==> config.mk <==
export PLATFORM = sky130hd
export DESIGN_NAME = counting_rank_descending
export DESIGN_NICKNAME = d
export VERILOG_FILES = /design/src/crd_pkg.sv /design/src/crd_seq.sv /design/src/crd_datapath.sv /design/src/counting_rank_descending.sv
export SDC_FILE = /design/constraint.sdc
export NUM_CORES = 2
export LEC_CHECK = 0
export ABC_AREA = 0
export BUFFER_PORTS_ARGS = -buffer_cell sky130_fd_sc_hd__clkbuf_2
export CORE_MARGIN = 1.5
export CORE_UTILIZATION = 50
export CTS_CLUSTER_DIAMETER = 50
export DETAILED_ROUTE_END_ITERATION = 12
export GPL_ROUTABILITY_DRIVEN = 0
export GPL_TIMING_DRIVEN = 0
export PLACE_DENSITY = 0.65
export SLEW_MARGIN = 20
export SYNTH_ARGS = -nofsm -noshare
export SYNTH_HDL_FRONTEND = slang
export SYNTH_HIERARCHICAL = 1
export SYNTH_SLANG_ARGS = --single-unit
==> constraint.sdc <==
create_clock -name clk_i -period 7.5 [get_ports clk_i]
set_clock_uncertainty 0.05 [all_clocks]
set_input_delay 1.125 -clock clk_i [delete_from_list [all_inputs] [get_ports clk_i]]
set_output_delay 1.125 -clock clk_i [all_outputs]
set_load 0.01 [all_outputs]
==> src/crd_pkg.sv <==
package crd_pkg;

  localparam int unsigned MaxItemsDefault = 64;
  localparam int unsigned ValueW = 32;
  localparam int unsigned IdxW = 6;

  typedef struct packed {
    logic signed [ValueW-1:0] sample_value;
    logic                     is_last;
  } in_req_t;

  typedef struct packed {
    logic [IdxW-1:0] position;
    logic [IdxW-1:0] greater_count;
    logic            overflowed;
    logic            end_of_run;
  } result_t;

  // Program steps of the sequencer.
  typedef enum logic [2:0] {
    StIdle  = 3'd0,
    StReadI = 3'd1,
    StKey   = 3'd2,
    StCmp   = 3'd3,
    StEmit  = 3'd4
  } step_e;

  // Jump conditions a control word can test.
  typedef enum logic [1:0] {
    CondNone  = 2'd0,
    CondClose = 2'd1,
    CondJEnd  = 2'd2,
    CondIEnd  = 2'd3
  } cond_e;

  typedef struct packed {
    logic  take;    // the step accepts a request
    logic  clr_i;   // restart the outer index
    logic  rd_i;    // read address from the outer index, else zero on key_ld or the next inner index
    logic  key_ld;  // latch the key, clear inner index and count
    logic  cmp;     // compare one stored value and advance the inner index
    logic  emit;    // present one rank and advance the outer index
    cond_e cond;
    step_e tgt_t;   // next step when the condition holds
    step_e tgt_f;   // next step otherwise
  } ctl_t;

  // Status the datapath hands back to the sequencer.
  typedef struct packed {
    logic close;
    logic j_end;
    logic i_end;
  } stat_t;

  function automatic ctl_t ctl_rom(step_e s);
    ctl_t w;
    w = '{take: 1'b0, clr_i: 1'b0, rd_i: 1'b0, key_ld: 1'b0, cmp: 1'b0, emit: 1'b0,
          cond: CondNone, tgt_t: StIdle, tgt_f: StIdle};
    unique case (s)
      StIdle: begin
        w.take = 1'b1; w.clr_i = 1'b1;
        w.cond = CondClose; w.tgt_t = StReadI; w.tgt_f = StIdle;
      end
      StReadI: begin
        w.rd_i = 1'b1; w.tgt_t = StKey; w.tgt_f = StKey;
      end
      StKey: begin
        w.key_ld = 1'b1; w.tgt_t = StCmp; w.tgt_f = StCmp;
      end
      StCmp: begin
        w.cmp = 1'b1;
        w.cond = CondJEnd; w.tgt_t = StEmit; w.tgt_f = StCmp;
      end
      StEmit: begin
        w.emit = 1'b1;
        w.cond = CondIEnd; w.tgt_t = StIdle; w.tgt_f = StReadI;
      end
      default: begin
        w.tgt_t = StIdle; w.tgt_f = StIdle;
      end
    endcase
    return w;
  endfunction

endpackage

==> src/crd_seq.sv <==
module crd_seq (
  input  logic           clk_i,
  input  logic           rst_ni,
  input  crd_pkg::stat_t stat_i,
  output crd_pkg::ctl_t  ctl_o
);

  crd_pkg::step_e step_q, step_d;
  logic           hit;

  always_ff @(posedge clk_i or negedge rst_ni) begin
    if (!rst_ni) begin
      step_q <= crd_pkg::StIdle;
    end else begin
      step_q <= step_d;
    end
  end

  always_comb begin
    ctl_o = crd_pkg::ctl_rom(step_q);
    unique case (ctl_o.cond)
      crd_pkg::CondClose: hit = stat_i.close;
      crd_pkg::CondJEnd:  hit = stat_i.j_end;
      crd_pkg::CondIEnd:  hit = stat_i.i_end;
      default:            hit = 1'b1;
    endcase
    step_d = hit ? ctl_o.tgt_t : ctl_o.tgt_f;
  end

endmodule

==> src/crd_datapath.sv <==
module crd_datapath #(
  parameter int unsigned MaxItems = crd_pkg::MaxItemsDefault
) (
  input  logic             clk_i,
  input  logic             rst_ni,
  input  crd_pkg::ctl_t    ctl_i,
  input  logic             start_i,
  input  crd_pkg::in_req_t req_i,
  output crd_pkg::stat_t   stat_o,
  output logic             res_valid_o,
  output crd_pkg::result_t res_o
);

  localparam int unsigned AddrW = (MaxItems > 1) ? $clog2(MaxItems) : 1;
  localparam int unsigned CntW  = $clog2(MaxItems + 1);

  logic signed [crd_pkg::ValueW-1:0] mem [MaxItems];
  logic signed [crd_pkg::ValueW-1:0] rdata_q, key_q;
  logic [CntW-1:0]          count_q;
  logic                     ovf_q;
  logic [AddrW-1:0]         i_q, j_q, raddr, last_idx;
  logic [crd_pkg::IdxW-1:0] gt_q;
  logic                     accept, full, res_valid_q;
  crd_pkg::result_t         res_q;

  assign accept   = start_i & ctl_i.take;
  assign full     = (count_q == CntW'(MaxItems));
  assign last_idx = AddrW'(count_q - CntW'(1));
  assign raddr    = ctl_i.rd_i ? i_q : (ctl_i.key_ld ? '0 : AddrW'(j_q + AddrW'(1)));

  assign stat_o.close = accept & req_i.is_last;
  assign stat_o.j_end = (j_q == last_idx);
  assign stat_o.i_end = (i_q == last_idx);

  always_ff @(posedge clk_i) begin
    if (accept && !full) begin
      mem[count_q[AddrW-1:0]] <= req_i.sample_value;
    end
    rdata_q <= mem[raddr];
    if (ctl_i.key_ld) begin
      key_q <= rdata_q;
    end
    if (ctl_i.emit) begin
      res_q.position      <= crd_pkg::IdxW'(i_q);
      res_q.greater_count <= gt_q;
      res_q.overflowed    <= ovf_q;
      res_q.end_of_run    <= stat_o.i_end;
    end
  end

  always_ff @(posedge clk_i or negedge rst_ni) begin
    if (!rst_ni) begin
      count_q     <= '0;
      ovf_q       <= 1'b0;
      i_q         <= '0;
      j_q         <= '0;
      gt_q        <= '0;
      res_valid_q <= 1'b0;
    end else begin
      res_valid_q <= ctl_i.emit;
      if (accept) begin
        if (full) begin
          ovf_q <= 1'b1;
        end else begin
          count_q <= count_q + CntW'(1);
        end
      end
      if (ctl_i.clr_i) begin
        i_q <= '0;
      end
      if (ctl_i.key_ld) begin
        j_q  <= '0;
        gt_q <= '0;
      end
      if (ctl_i.cmp) begin
        j_q  <= AddrW'(j_q + AddrW'(1));
        gt_q <= gt_q + crd_pkg::IdxW'(rdata_q > key_q);
      end
      if (ctl_i.emit) begin
        i_q <= AddrW'(i_q + AddrW'(1));
        if (stat_o.i_end) begin
          count_q <= '0;
          ovf_q   <= 1'b0;
        end
      end
    end
  end

  assign res_valid_o = res_valid_q;
  assign res_o       = res_q;

endmodule

==> src/counting_rank_descending.sv <==
// Descending rank of every value in a set. Values arrive as requests on start while busy
// is low, one per cycle, and are stored in arrival order up to MaxItems; further values are
// dropped and mark the results as overflowed. The request that carries is_last closes the
// set, raises busy, and the block then reports, in arrival order, how many set values are
// strictly greater than each stored one, comparing signed Q16.16 words as signed integers.
// For each stored value in turn, the block reads it from the value store, latches it as
// the key, sweeps the store through its single read port, and presents the result. Busy
// falls in the cycle that shows the last rank of the set. Each rank is shown on res_o for
// exactly one cycle with res_valid_o high, and the receiver cannot stall it, so it must
// take every rank as it appears. Control comes from a five-step program in a read-only
// table; a step counter walks it with conditional jumps on the closing request and at the
// end of each sweep and set.
module counting_rank_descending #(
  parameter int unsigned MaxItems = crd_pkg::MaxItemsDefault
) (
  input  logic             clk_i,
  input  logic             rst_ni,
  input  logic             start,
  output logic             busy,
  input  crd_pkg::in_req_t req_i,
  output logic             res_valid_o,
  output crd_pkg::result_t res_o
);

  crd_pkg::ctl_t  ctl;
  crd_pkg::stat_t stat;

  // The sequencer only takes a request in its idle step.
  assign busy = ~ctl.take;

  crd_seq u_seq (
    .clk_i  (clk_i),
    .rst_ni (rst_ni),
    .stat_i (stat),
    .ctl_o  (ctl)
  );

  crd_datapath #(
    .MaxItems (MaxItems)
  ) u_datapath (
    .clk_i       (clk_i),
    .rst_ni      (rst_ni),
    .ctl_i       (ctl),
    .start_i     (start),
    .req_i       (req_i),
    .stat_o      (stat),
    .res_valid_o (res_valid_o),
    .res_o       (res_o)
  );

  // The final rank of a set is shown as the block returns to idle.
  a_end_idle: assert property (@(posedge clk_i) disable iff (!rst_ni)
    res_valid_o && res_o.end_of_run |-> !busy)
    else $error("block still busy after the final rank");

  // Ranks only come out of a ranking pass.
  a_valid_busy: assert property (@(posedge clk_i) disable iff (!rst_ni)
    res_valid_o |-> $past(busy))
    else $error("rank shown without a ranking pass");

  // A request that does not close the set keeps the block ready.
  a_load_ready: assert property (@(posedge clk_i) disable iff (!rst_ni)
    start && !busy && !req_i.is_last |=> !busy)
    else $error("block went busy on a request that did not close the set");

  // A closing request always starts a ranking pass.
  a_close_busy: assert property (@(posedge clk_i) disable iff (!rst_ni)
    start && !busy && req_i.is_last |=> busy && !res_valid_o)
    else $error("closing request did not start ranking");

endmodule

==> results.ini <==
[status]
status = complete, no violations

[synth]
ys_warn_count = 6
syn-num-nets = 6317
syn_area_sq_um = 86800
synth.avg_cell_area_sq_um = 13.9
postSynthCellCount = 6242

[grt]
track_usage = 0.305
antenna_found_initial = 18
grt-ovfl-total = 0
grt_pass1_wl_um = 380000
grt_use_met3 = 0.0674
busiest_layer = met2
grt_max_degree = 65
grt_use_met2 = 0.455
grt_use_met1 = 0.432
first_global_vias = 53294

[cells_and_area]
final_cell_mix = edfxtp_1, nand2_1, a311oi_1
nets = 6687
final.fill_count = 13406
layout_commonest_cell = edfxtp_1
drive_gt1_frac = 0.114
postLayoutCoreUtil = 0.581
syn_to_final_growth_pct = 15.0

[clock_tree]
cts_tree = done
cts-root-buf = clkbuf_16
cts_htree_levels = 4
clkLatencyLatePin_ps = 860
cts-hold-fix-buffers = 0
clk_pin_slew_ps = 60
cts_buffers = 216
cts_resized = 0
cts_buffer_depth = 3
clkSinkCount = 2156
post-cts-setup-buffers = 0

[timing]
setup_tns_ps = 0
tightestPinTransition_ps = 1330
min_period_ps = 5850
maxSlewViolCount = 0
grt_setup_unrepaired = no
setup_viol = 0
max_slew_margin = 0.107
fin_crit_sh = 0.780
final-hold-violation-count = 0
max_freq_ghz = 0.171

[floorplan]
chipHeight_um = 420
start_util = 0.505
fp.dieW_um = 420
num_rows = 152
pin_count = 52
dieArea_sq_um = 176000
core_area_sq_um = 172000

[setup_path]
critPathKind = flop to flop
worstSetupEndpointType = flop
cp_max_fo = 33
worst_ep_arrival_time_ps = 6500
critPathRequiredTime_ps = 8150
startpoint_type = flop

[pwr]
ir_worst_vdd_v = 0.000306
powerDensity_nw_per_um2 = 450
p_leak_nw = 33.9

[route]
viasPerCell = 6.24
routed_wl_um = 271000
avgRoutedWirePerCell_um = 29.7
dr.pass1.iters = 6
drtAntennaViolNets = 0
route.detailed.drc = 0
num_vias = 56889
drt_iter0_markers = 8306

[place]
io_buffers = 51
dp_hpwl_um = 194000

[worst_hold_path]
min_path_type = input pin to async pin

[job]
max-cap-violations = 0

state kept, by name (all words and copies together) (netlist names):
signal,flops
u_datapath/count_q,7
u_datapath/j_q,6
u_datapath/ovf_q,1
u_datapath/res_o,14
u_datapath/rdata_q,32
u_datapath/key_q,32
u_datapath/gt_q,6
u_datapath/i_q,6
u_seq/step_q,3
u_datapath/res_valid_o,1
u_datapath/mem,2048
critical path: stages (launching register included):
cell and delay, ps:
dfrtp_1 440, and2b_4 200, and2b_2 500, buf_6 300, nor3b_2 570, or2_1 180, buf_2 200, buf_2 520
buf_2 600, buf_1 780, a311oi_1 290, o32ai_1 930, nor4_2 90
report_power, final:
group	total, W	switching, W	internal [W]
logic	0.0206	0.0152	0.00544
clock network	0.0108	0.00464	0.00612
registers	0.0136	0.000115	0.0135
total	0.0449	0.0199	0.0250
final cells by class:
type | instances | area (sq um) | area share
multi-input cells | 3583 | 20800 | 0.208
plain buffers | 466 | 2100 | 0.0210
flip-flops and latches | 2156 | 64300 | 0.644
inverters | 37 | 139 | 0.00139
clock inverters | 126 | 1290 | 0.0129
diodes | 6 | 15.0 | 0.000150
clock buffers | 280 | 5810 | 0.0582
well taps | 2310 | 2890 | 0.0290
repair buffers | 152 | 2530 | 0.0254
stage by stage:
step	std cells	cell area, sq um	power (W)	setup slack, ps	hold WS [ps]
floorplan	6242	86800	0.0248	2960	358
global placement	8603	89900	0.0334	1100	368
detailed placement	8703	92700	0.0336	1990	374
CTS	9109	99700	0.0443	1970	264
global route	9111	99800	0.0461	1650	324
finish	9116	99800	0.0449	1650	287
per-layer routing:
| layer | vias up | share of wire |
|---|---|---|
| met3 | 483 | 0.12 |
| met1 | 28550 | 0.39 |
| met5 | - | 0.00013 |
| met2 | 3387 | 0.44 |
| met4 | 6 | 0.046 |
| li1 | 24463 | - |
final timing paths:
kind                                               start  slack (ps)  cells past startpoint                               to
min                                               rst_ni         290                      1        u_seq/step_q[1]$_DFF_PN0_
max                            u_seq/step_q[1]$_DFF_PN0_        1650                     12   u_datapath/rdata_q[26]$_DFF_P_
min in group clk_i         u_datapath/rdata_q[7]$_DFF_P_         390                      0    u_datapath/key_q[7]$_DFFE_PP_
max in group asynchronous                         rst_ni        6620                      1  u_datapath/count_q[1]$_DFF_PN0_
max reg2reg                    u_seq/step_q[1]$_DFF_PN0_        1650                     12   u_datapath/rdata_q[26]$_DFF_P_
min reg2reg                u_datapath/rdata_q[7]$_DFF_P_         390                      0    u_datapath/key_q[7]$_DFFE_PP_
Power figures use the tool's default switching activity.
